[config.mk]
export PLATFORM = sky130hd
export DESIGN_NAME = repetition_timing_monitor_unit
export DESIGN_NICKNAME = d
export VERILOG_FILES = /design/src/design/rtm_pkg.sv /design/src/design/repetition_timing_monitor_unit.sv
export SDC_FILE = /design/constraint.sdc
export NUM_CORES = 2
export LEC_CHECK = 0
export BUFFER_PORTS_ARGS = -buffer_cell sky130_fd_sc_hd__buf_2
export CAP_MARGIN = 30
export CORE_MARGIN = 5
export CORE_UTILIZATION = 55
export CTS_CLUSTER_DIAMETER = 100
export DETAILED_ROUTE_END_ITERATION = 6
export PLACE_DENSITY = 0.75
export SLEW_MARGIN = 25
export SYNTH_ARGS = -nofsm -noshare
export SYNTH_HDL_FRONTEND = slang
export SYNTH_SLANG_ARGS = --single-unit
[constraint.sdc]
create_clock -name clk_i -period 9.3 [get_ports clk_i]
set_clock_uncertainty 0.1 [all_clocks]
set_input_delay 0.465 -clock clk_i [delete_from_list [all_inputs] [get_ports clk_i]]
set_output_delay 0.465 -clock clk_i [all_outputs]
set_load 0.005 [all_outputs]
[src/design/rtm_pkg.sv]
// Package for the repetition timing monitor.
// Holds the event kind codes, run modes, error bits and the window length in seconds.
// No dependencies.
package rtm_pkg;

  localparam int unsigned WINDOW_SECONDS = 5;

  typedef enum logic [2:0] {
    KIND_START = 3'd0,
    KIND_BEGIN = 3'd1,
    KIND_END   = 3'd2,
    KIND_BYTES = 3'd3,
    KIND_POLL  = 3'd4
  } kind_e;

  typedef enum logic [1:0] {
    MODE_UNINIT    = 2'd0,
    MODE_TESTING   = 2'd1,
    MODE_COMPLETED = 2'd2,
    MODE_ERROR     = 2'd3
  } mode_e;

  localparam logic [3:0] ERR_TARGET     = 4'b0001;
  localparam logic [3:0] ERR_FREQ       = 4'b0010;
  localparam logic [3:0] ERR_UNBALANCED = 4'b0100;
  localparam logic [3:0] ERR_BYTES      = 4'b1000;

endpackage

[src/design/repetition_timing_monitor_unit.sv]
// Repetition timing monitor: event stage, run state and result register.
// Depends on rtm_pkg.
//
// Usage: every input word is one timestamped event (start wave, begin timing, end
// timing, add bytes, poll). Each accepted word produces exactly one result word
// with the run mode, the errors raised by that event, a new-minimum flag and the
// trial count, minimum, maximum and sum of trial times after the event.
// An event is captured in the input register, evaluated against the run state in
// one pass of adder/compare logic, and the result is held in the output register
// while the run state updates on the same edge. Throughput is one event per cycle
// while the receiver does not stall; the next event sees the state left by the
// previous one because both are updated on the same edge.
// When the receiver stalls, the result stays in the output register and the
// event in the input register waits; in_stall_o rises only when both are full.
// Reset clears the mode to uninitialized, zeroes all counters and accumulators,
// and empties both registers. The first start wave sets the minimum to all ones.
module repetition_timing_monitor_unit (
  input  logic        clk_i,
  input  logic        rst_ni,
  input  logic        in_valid_i,
  output logic        in_stall_o,
  input  logic [2:0]  kind_i,
  input  logic [63:0] timestamp_i,
  input  logic [63:0] byte_amount_i,
  input  logic [63:0] target_bytes_i,
  input  logic [31:0] timer_frequency_i,
  output logic        out_valid_o,
  input  logic        out_stall_i,
  output logic        still_testing_o,
  output logic [1:0]  mode_now_o,
  output logic [3:0]  error_mask_o,
  output logic        new_minimum_o,
  output logic [63:0] trial_count_o,
  output logic [63:0] min_ticks_o,
  output logic [63:0] max_ticks_o,
  output logic [63:0] sum_ticks_o
);
  import rtm_pkg::*;

  // Input register.
  logic        ev_valid_q;
  kind_e       ev_kind_q;
  logic [63:0] ev_ts_q;
  logic [63:0] ev_amount_q;
  logic [63:0] ev_target_q;
  logic [31:0] ev_freq_q;

  // Run state.
  mode_e       mode_q, mode_d;
  logic [63:0] tgt_q, tgt_d;
  logic [31:0] freq_q, freq_d;
  logic [63:0] win_len_q, win_len_d;
  logic [63:0] win_start_q, win_start_d;
  logic [31:0] open_q, open_d;
  logic [31:0] close_q, close_d;
  logic [63:0] trial_time_q, trial_time_d;
  logic [63:0] trial_bytes_q, trial_bytes_d;
  logic [63:0] count_q, count_d;
  logic [63:0] sum_q, sum_d;
  logic [63:0] max_q, max_d;
  logic [63:0] min_q, min_d;

  // Output register.
  logic        out_valid_q;
  mode_e       res_mode_q;
  logic [3:0]  res_err_q;
  logic        res_newmin_q;

  logic [3:0]  errs;
  logic        newmin;
  logic        expired;
  logic        out_ready;
  logic        fire;

  assign out_ready  = !out_valid_q || !out_stall_i;
  assign fire       = ev_valid_q && out_ready;
  assign in_stall_o = ev_valid_q && !out_ready;

  always_comb begin
    mode_d        = mode_q;
    tgt_d         = tgt_q;
    freq_d        = freq_q;
    win_len_d     = win_len_q;
    win_start_d   = win_start_q;
    open_d        = open_q;
    close_d       = close_q;
    trial_time_d  = trial_time_q;
    trial_bytes_d = trial_bytes_q;
    count_d       = count_q;
    sum_d         = sum_q;
    max_d         = max_q;
    min_d         = min_q;
    errs          = '0;
    newmin        = 1'b0;
    expired       = (ev_ts_q - win_start_q) > win_len_q;

    case (ev_kind_q)
      KIND_START: begin
        if (mode_q == MODE_UNINIT) begin
          mode_d = MODE_TESTING;
          tgt_d  = ev_target_q;
          freq_d = ev_freq_q;
          min_d  = '1;
        end else if (mode_q == MODE_COMPLETED) begin
          if (tgt_q != ev_target_q) errs = errs | ERR_TARGET;
          if (freq_q != ev_freq_q) errs = errs | ERR_FREQ;
          mode_d = (errs != '0) ? MODE_ERROR : MODE_TESTING;
        end
        win_len_d   = 64'(64'(ev_freq_q) * 64'(WINDOW_SECONDS));
        win_start_d = ev_ts_q;
      end
      KIND_BEGIN: begin
        open_d       = open_q + 32'd1;
        trial_time_d = trial_time_q - ev_ts_q;
      end
      KIND_END: begin
        close_d      = close_q + 32'd1;
        trial_time_d = trial_time_q + ev_ts_q;
      end
      KIND_BYTES: begin
        trial_bytes_d = trial_bytes_q + ev_amount_q;
      end
      KIND_POLL: begin
        if (mode_q == MODE_TESTING) begin
          if (open_q != '0) begin
            if (open_q != close_q) errs = errs | ERR_UNBALANCED;
            if (trial_bytes_q != tgt_q) errs = errs | ERR_BYTES;
            if (errs != '0) begin
              mode_d = MODE_ERROR;
            end else begin
              count_d = count_q + 64'd1;
              sum_d   = sum_q + trial_time_q;
              if (max_q < trial_time_q) max_d = trial_time_q;
              if (min_q > trial_time_q) begin
                min_d       = trial_time_q;
                win_start_d = ev_ts_q;
                newmin      = 1'b1;
              end
              open_d        = '0;
              close_d       = '0;
              trial_time_d  = '0;
              trial_bytes_d = '0;
            end
          end
          // A new minimum restarts the window at this timestamp, so it cannot expire.
          if (expired && !newmin) mode_d = MODE_COMPLETED;
        end
      end
      default: begin
      end
    endcase
  end

  always_ff @(posedge clk_i or negedge rst_ni) begin
    if (!rst_ni) begin
      ev_valid_q    <= 1'b0;
      out_valid_q   <= 1'b0;
      mode_q        <= MODE_UNINIT;
      tgt_q         <= '0;
      freq_q        <= '0;
      win_len_q     <= '0;
      win_start_q   <= '0;
      open_q        <= '0;
      close_q       <= '0;
      trial_time_q  <= '0;
      trial_bytes_q <= '0;
      count_q       <= '0;
      sum_q         <= '0;
      max_q         <= '0;
      min_q         <= '0;
    end else begin
      if (!in_stall_o) begin
        ev_valid_q <= in_valid_i;
      end
      if (out_ready) begin
        out_valid_q <= ev_valid_q;
      end
      if (fire) begin
        mode_q        <= mode_d;
        tgt_q         <= tgt_d;
        freq_q        <= freq_d;
        win_len_q     <= win_len_d;
        win_start_q   <= win_start_d;
        open_q        <= open_d;
        close_q       <= close_d;
        trial_time_q  <= trial_time_d;
        trial_bytes_q <= trial_bytes_d;
        count_q       <= count_d;
        sum_q         <= sum_d;
        max_q         <= max_d;
        min_q         <= min_d;
      end
    end
  end

  // Payload registers, no reset.
  always_ff @(posedge clk_i) begin
    if (in_valid_i && !in_stall_o) begin
      ev_kind_q   <= kind_e'(kind_i);
      ev_ts_q     <= timestamp_i;
      ev_amount_q <= byte_amount_i;
      ev_target_q <= target_bytes_i;
      ev_freq_q   <= timer_frequency_i;
    end
    if (fire) begin
      res_mode_q   <= mode_d;
      res_err_q    <= errs;
      res_newmin_q <= newmin;
    end
  end

  // The stores only change on fire, so they already hold the values after the
  // event that sits in the output register.
  assign out_valid_o     = out_valid_q;
  assign still_testing_o = (res_mode_q == MODE_TESTING);
  assign mode_now_o      = res_mode_q;
  assign error_mask_o    = res_err_q;
  assign new_minimum_o   = res_newmin_q;
  assign trial_count_o   = count_q;
  assign min_ticks_o     = min_q;
  assign max_ticks_o     = max_q;
  assign sum_ticks_o     = sum_q;

endmodule

After elaboration in Yosys (flattened, before gate mapping)
Cells that the tools add are included.
- add/subtract/negate cells: 8
- multipliers: 1
- magnitude comparators: 3
- equality and inequality tests: 16
- muxes and demuxes: 49
- bitwise operators: 1
- reduce and logical (&&, ||, !) cells: 31
- operators by type and width (kind ; count):
    $mux 64 ; 12
    $pmux 64 s2 ; 3
    $add 64x64->64 ; 3
    $pmux 64 s3 ; 1
    $ne 64x64->1 ; 2
    $pmux 32 s2 ; 2
    $sub 64x64->64 ; 2
    $mux 32 ; 3
    $add 32x1->32 const B ; 2
    $add 64x1->64 const B ; 1
    $gt 64x35->1 ; 1
    $gt 64x64->1 ; 1
    $lt 64x64->1 ; 1
    $ne 32x32->1 ; 2
    $mux 4 ; 11
    $mul 32x3->35 const B ; 1
    $reduce_bool 32->1 ; 1
    $reduce_and 5->1 ; 5
    $mux 2 ; 8
    $reduce_and 6->1 ; 2
    $ne 2x2->1 const B ; 5
    $pmux 4 s2 ; 1
    $reduce_bool 2->1 ; 4
    $reduce_bool 4->1 ; 2
    18 further kinds ; 33
- register bits: 881
- bits of input ports: 231
- output and inout port bits: 266
- word-level logic and storage cells: 132

Depth between registers and ports, before layout
- depth after elaboration: 16
- mapped depth: 27
- gate-level depth less buffers: 27

Worst setup path before layout
OpenSTA, ideal clock, no wires.
- path type: in2reg
- start point: in out_stall_i
- end point: reg ev_amount_q[0] (enable)
- library setup time: 0.616 ns
- arrival time: 5.736 ns
- required time: 8.584 ns
- slack: 2.847 ns
- cell stages on the path: 2
- path buffers: 0
- cells stage by stage: nand3_1 and2_1
- cells in the longest elaborated chain, start to end: 6
- ends and longest elaborated chain (element ; line ; source):
    start, declared ; repetition_timing_monitor_unit.sv:28 ; input logic out_stall_i,
    $logic_not 1->1 ; repetition_timing_monitor_unit.sv:75 ; assign out_ready = !out_valid_q || !out_stall_i;
    $logic_or 1x1->1 ; repetition_timing_monitor_unit.sv:75 ;
    $logic_not 1->1 ; repetition_timing_monitor_unit.sv:77 ; assign in_stall_o = ev_valid_q && !out_ready;
    $logic_and 1x1->1 ; repetition_timing_monitor_unit.sv:77 ;
    $logic_not 1->1 ; repetition_timing_monitor_unit.sv:198 ; if (in_valid_i && !in_stall_o) begin
    $logic_and 1x1->1 ; repetition_timing_monitor_unit.sv:198 ;
    end signal, assigned ; repetition_timing_monitor_unit.sv:201 ; ev_amount_q <= byte_amount_i;
    end, declared ; repetition_timing_monitor_unit.sv:44 ; logic [63:0] ev_amount_q;
Every way passes these cells.
A chain may end at the register's enable or synchronous reset.

Worst setup path after layout
- start point: reg ev_ts_q[1]
- end point: reg trial_time_q[62]
- cells in the longest elaborated chain, start to end: 2
- elaborated cells between the ends (all ways): 3
- classes of those cells: add/sub: 2; mux: 1
- ends and longest elaborated chain (element ; line ; source):
    start, declared ; repetition_timing_monitor_unit.sv:43 ; logic [63:0] ev_ts_q;
    start signal, assigned ; repetition_timing_monitor_unit.sv:200 ; ev_ts_q <= timestamp_i;
    $add 64x64->64 or $sub 64x64->64 (tied branches) ; repetition_timing_monitor_unit.sv:118, repetition_timing_monitor_unit.sv:114 ;
    $pmux 64 s3 (*) ; repetition_timing_monitor_unit.sv:97 ; case (ev_kind_q)
    end signal, assigned ; repetition_timing_monitor_unit.sv:186 ; trial_time_q <= trial_time_d;
    end, declared ; repetition_timing_monitor_unit.sv:56 ; logic [63:0] trial_time_q, trial_time_d;
Every way passes the cells marked *; elsewhere a longest branch is shown, timed or not.

==> qor.txt <==
vias post-DR: 44700
Hold WS: 313 ps
worst r2r src: ev_ts_q[1]$_DFFE_PP_
dpl cell area: 58800 µm²
CP max stage delay: 530 ps
RSZ-0062 raised after global routing: false
worst hold path type: input port to async pin
Max Cap Violations: 0
DRT Pass-1 Iters: 7
crit-path cells: inv_1 > ha_1 > nand2b_1 > or4_4 > nor3b_4 > nand2_2 > or3_1 > o41ai_1 > xnor2_1 > ha_1 > nand2_1 > nor3_1 > a211oi_1 > a21oi_1 > a221o_1 > a21oi_1 > o221a_2 > o41ai_1 > a221oi_1 > o311ai_1 > o31ai_1 > xnor2_1 > a22o_1
fin area: 64700 µm²
critical path class: register to register
Final Max Slew Viols: 0
Synth async-reset ratio: 0.734
total setup buffers inserted after CTS: 0
Placer Congestion: 0.976
Horiz. Die Dim: 326 µm
Max VDD drop: 0.174 mV
Worst Reg2Reg Path Length in Cells: 23
dpl ws: 2750 ps
row count: 116
startpoint types: register
Total Power: 0.0157 W
dominant synthesized flop cell: dfrtp_1
setup ws final: 2710 ps
worst setup path start: ev_ts_q[1]$_DFFE_PP_
hold buffers post-CTS: 231
worst skew pair latency: 720 ps
Multi-input gate area: 30200 µm²
# IOs: 497
outcome: finished, violations left
wire length per cell: 22.0 µm
core box area: 99700 µm²
failing checks: DRC
CP Max Fanout: 6
# nets final: 6788
Top Family by Delay on Critical Path: compound AO/OA/AOI/OAI gates
I/O Buffers: 496
Post-synth EDFFs: 234
Slew headroom: 0.321
CP bufs+invs: 1
detailed-route vias per instance: 5.99
Starting DRT DRC Count: 3818
CTS tree: built
Arr. time, crit path: 7080 ps
Detailed Route WL: 164 mm
cell area after synthesis: 55000 µm²
clk buf depth: 3
die height: 326 µm
Final ANT Viol Nets: 0
most common cell after layout, fill and taps aside: dfrtp_1
f_max: 152 MHz
number of remaining DRC errors: 4
Final TNS setup: 0 ps
final-layout fill cell count: 7737
Worst-path clk slew: 60 ps
yosys warns: 0
register bit total from synthesis: 881
slowest cell on the critical path: or3_1
root buffer cell: clkbuf_16
crit end category: register
most frequent cells in the layout: 647 x dfrtp_1, 495 x buf_2, 479 x ha_1
Leak: 30.6 nW
Period minus WS final: 6590 ps
Final Hold Vio Count: 0
register area: 23200 µm²
area delta synth->final: 17.6%
sequential area share after synthesis: 0.422
HPWL Detailed: 120 mm
Mapped Cells: 5396
vias in the first global route: 44000
Crit path required time: 9790 ps
total gr overflow: 0
syn_area_per_cell: 10.2 µm²
Tcrit/Tclk final: 0.708
final number of setup-violating endpoints: 0
Starting Density: 0.552
share of cells above drive strength 1: 0.144
PD cells: 242 nW/µm²
die area: 106000 µm²
worst-margin pin slew: 1020 ps
largest net degree at the start of global routing: 158
CTS buffer count: 98
Mapped Nets: 6111
initial antenna violation count: 9
post-CTS sizing: 0
GRT Overall Usage: 0.301
Max H-tree Level: 3
R2R Setup Slk: 2710 ps
global-route wire length before repair: 255 mm
synth unique cells: 94
reg2reg end: trial_time_q[62]$_DFFE_PN0P_
Num Clock Sinks: 881
==> cell usage after synthesis, drive strengths merged (8+ instances only) <==
| master | count | share of area |
|---|---|---|
| and2 | 24 | 0.0027 |
| a211oi | 35 | 0.0048 |
| a21oi | 327 | 0.030 |
| nor4 | 36 | 0.0046 |
| xor2 | 173 | 0.028 |
| dfrtp | 647 | 0.29 |
| a31oi | 45 | 0.0051 |
| a21o | 218 | 0.030 |
| a221oi | 11 | 0.0018 |
| or3 | 39 | 0.0046 |
| o21bai | 47 | 0.0064 |
| o31ai | 75 | 0.010 |
| nand4 | 151 | 0.017 |
| a22o | 70 | 0.011 |
| o211ai | 22 | 0.0030 |
| inv | 256 | 0.017 |
| and3 | 56 | 0.0064 |
| o221ai | 8 | 0.0013 |
| o21ai | 286 | 0.026 |
| or2 | 19 | 0.0022 |
| clkbuf | 155 | 0.011 |
| mux2 | 235 | 0.048 |
| nor2 | 280 | 0.019 |
| ha | 479 | 0.11 |
| a211o | 10 | 0.0016 |
| nand2 | 402 | 0.027 |
| edfxtp | 234 | 0.13 |
| nand2b | 61 | 0.0069 |
| nor3b | 9 | 0.0014 |
| buf | 25 | 0.0021 |
| and4 | 11 | 0.0018 |
| nor2b | 52 | 0.0060 |
| a2111oi | 17 | 0.0028 |
| xnor2 | 434 | 0.069 |
| or4 | 11 | 0.0016 |
| nor3 | 67 | 0.0064 |
| mux2i | 10 | 0.0018 |
| a21boi | 10 | 0.0014 |
| o41ai | 18 | 0.0031 |
| o22a | 66 | 0.011 |
| nand3 | 131 | 0.012 |
| o21a | 38 | 0.0052 |
==> layout make-up <==
class | count | share of cell area
repair buffers | 757 | 0.0792
clock inverters | 63 | 0.0127
inverters | 256 | 0.0149
flip-flops and latches | 881 | 0.359
diodes | 7 | 0.000271
clock buffers | 122 | 0.0417
well taps | 1298 | 0.0251
multi-input cells | 4079 | 0.467
==> flip-flops by register name, indices dropped and copies added, names as in the netlist, 32 cells and up <==
register	flops
ev_amount_q	64
ev_target_q	64
ev_ts_q	64
max_ticks_o	64
min_ticks_o	64
sum_ticks_o	64
tgt_q	64
trial_bytes_q	64
trial_count_o	64
trial_time_q	64
win_start_q	64
win_len_q	35
close_q	32
ev_freq_q	32
freq_q	32
open_q	32
==> stage by stage <==
stage | utilization | instances
floorplan | - | 5396
global placement | 0.589 | 7035
detailed placement | 0.589 | 7037
CTS | 0.648 | 7453
global route | 0.649 | 7459
finish | 0.649 | 7463
==> worst register-to-register path, cell delays in order, from the launching register on <==
cell and delay, ps:
edfxtp_1 470, inv_1 140, ha_1 180, nand2b_1 90, or4_4 520, nor3b_4 260
nand2_2 120, or3_1 530, o41ai_1 380, xnor2_1 150, ha_1 400, nand2_1 100
nor3_1 400, a211oi_1 140, a21oi_1 220, a221o_1 170, a21oi_1 100, o221a_2 360
o41ai_1 520, a221oi_1 220, o311ai_1 440, o31ai_1 130, xnor2_1 140, a22o_1 210
==> cell families after synthesis <==
kind of cell,after synthesis,share of synthesized area
mux,245,0.0499
simple gates,1368,0.124
xor+xnor,607,0.0966
flops,881,0.422
buf+inv,436,0.0302
fa+ha+maj,484,0.111
compound gates,1375,0.166
==> power by group <==
part	total [W]	switching (W)	internal, W
Combinational	0.00616	0.00351	0.00265
Clock	0.00420	0.00177	0.00243
Sequential	0.00532	0.000842	0.00448
==> routing by layer <==
metal | track usage | share of wire
met2 | 0.470 | 0.44
met3 | 0.0512 | 0.072
met4 | 0.113 | 0.043
met1 | 0.423 | 0.44
met5 | 0 | 0.00016
==> worst max path at each step <==
stage	to	slack (ps)	depth (start not counted)
2_1_floorplan	ev_amount_q[0]$_DFFE_PP_	2850	2
3_3_place_gp	trial_time_q[62]$_DFFE_PN0P_	2920	21
3_5_place_dp	mode_now_o[1]$_DFFE_PP_	2750	25
4_1_cts	mode_now_o[1]$_DFFE_PP_	2730	25
5_1_grt	mode_now_o[1]$_DFFE_PP_	2100	26
6_report	trial_time_q[62]$_DFFE_PN0P_	2710	23
No activity file was read; power rests on OpenSTA's default activity.
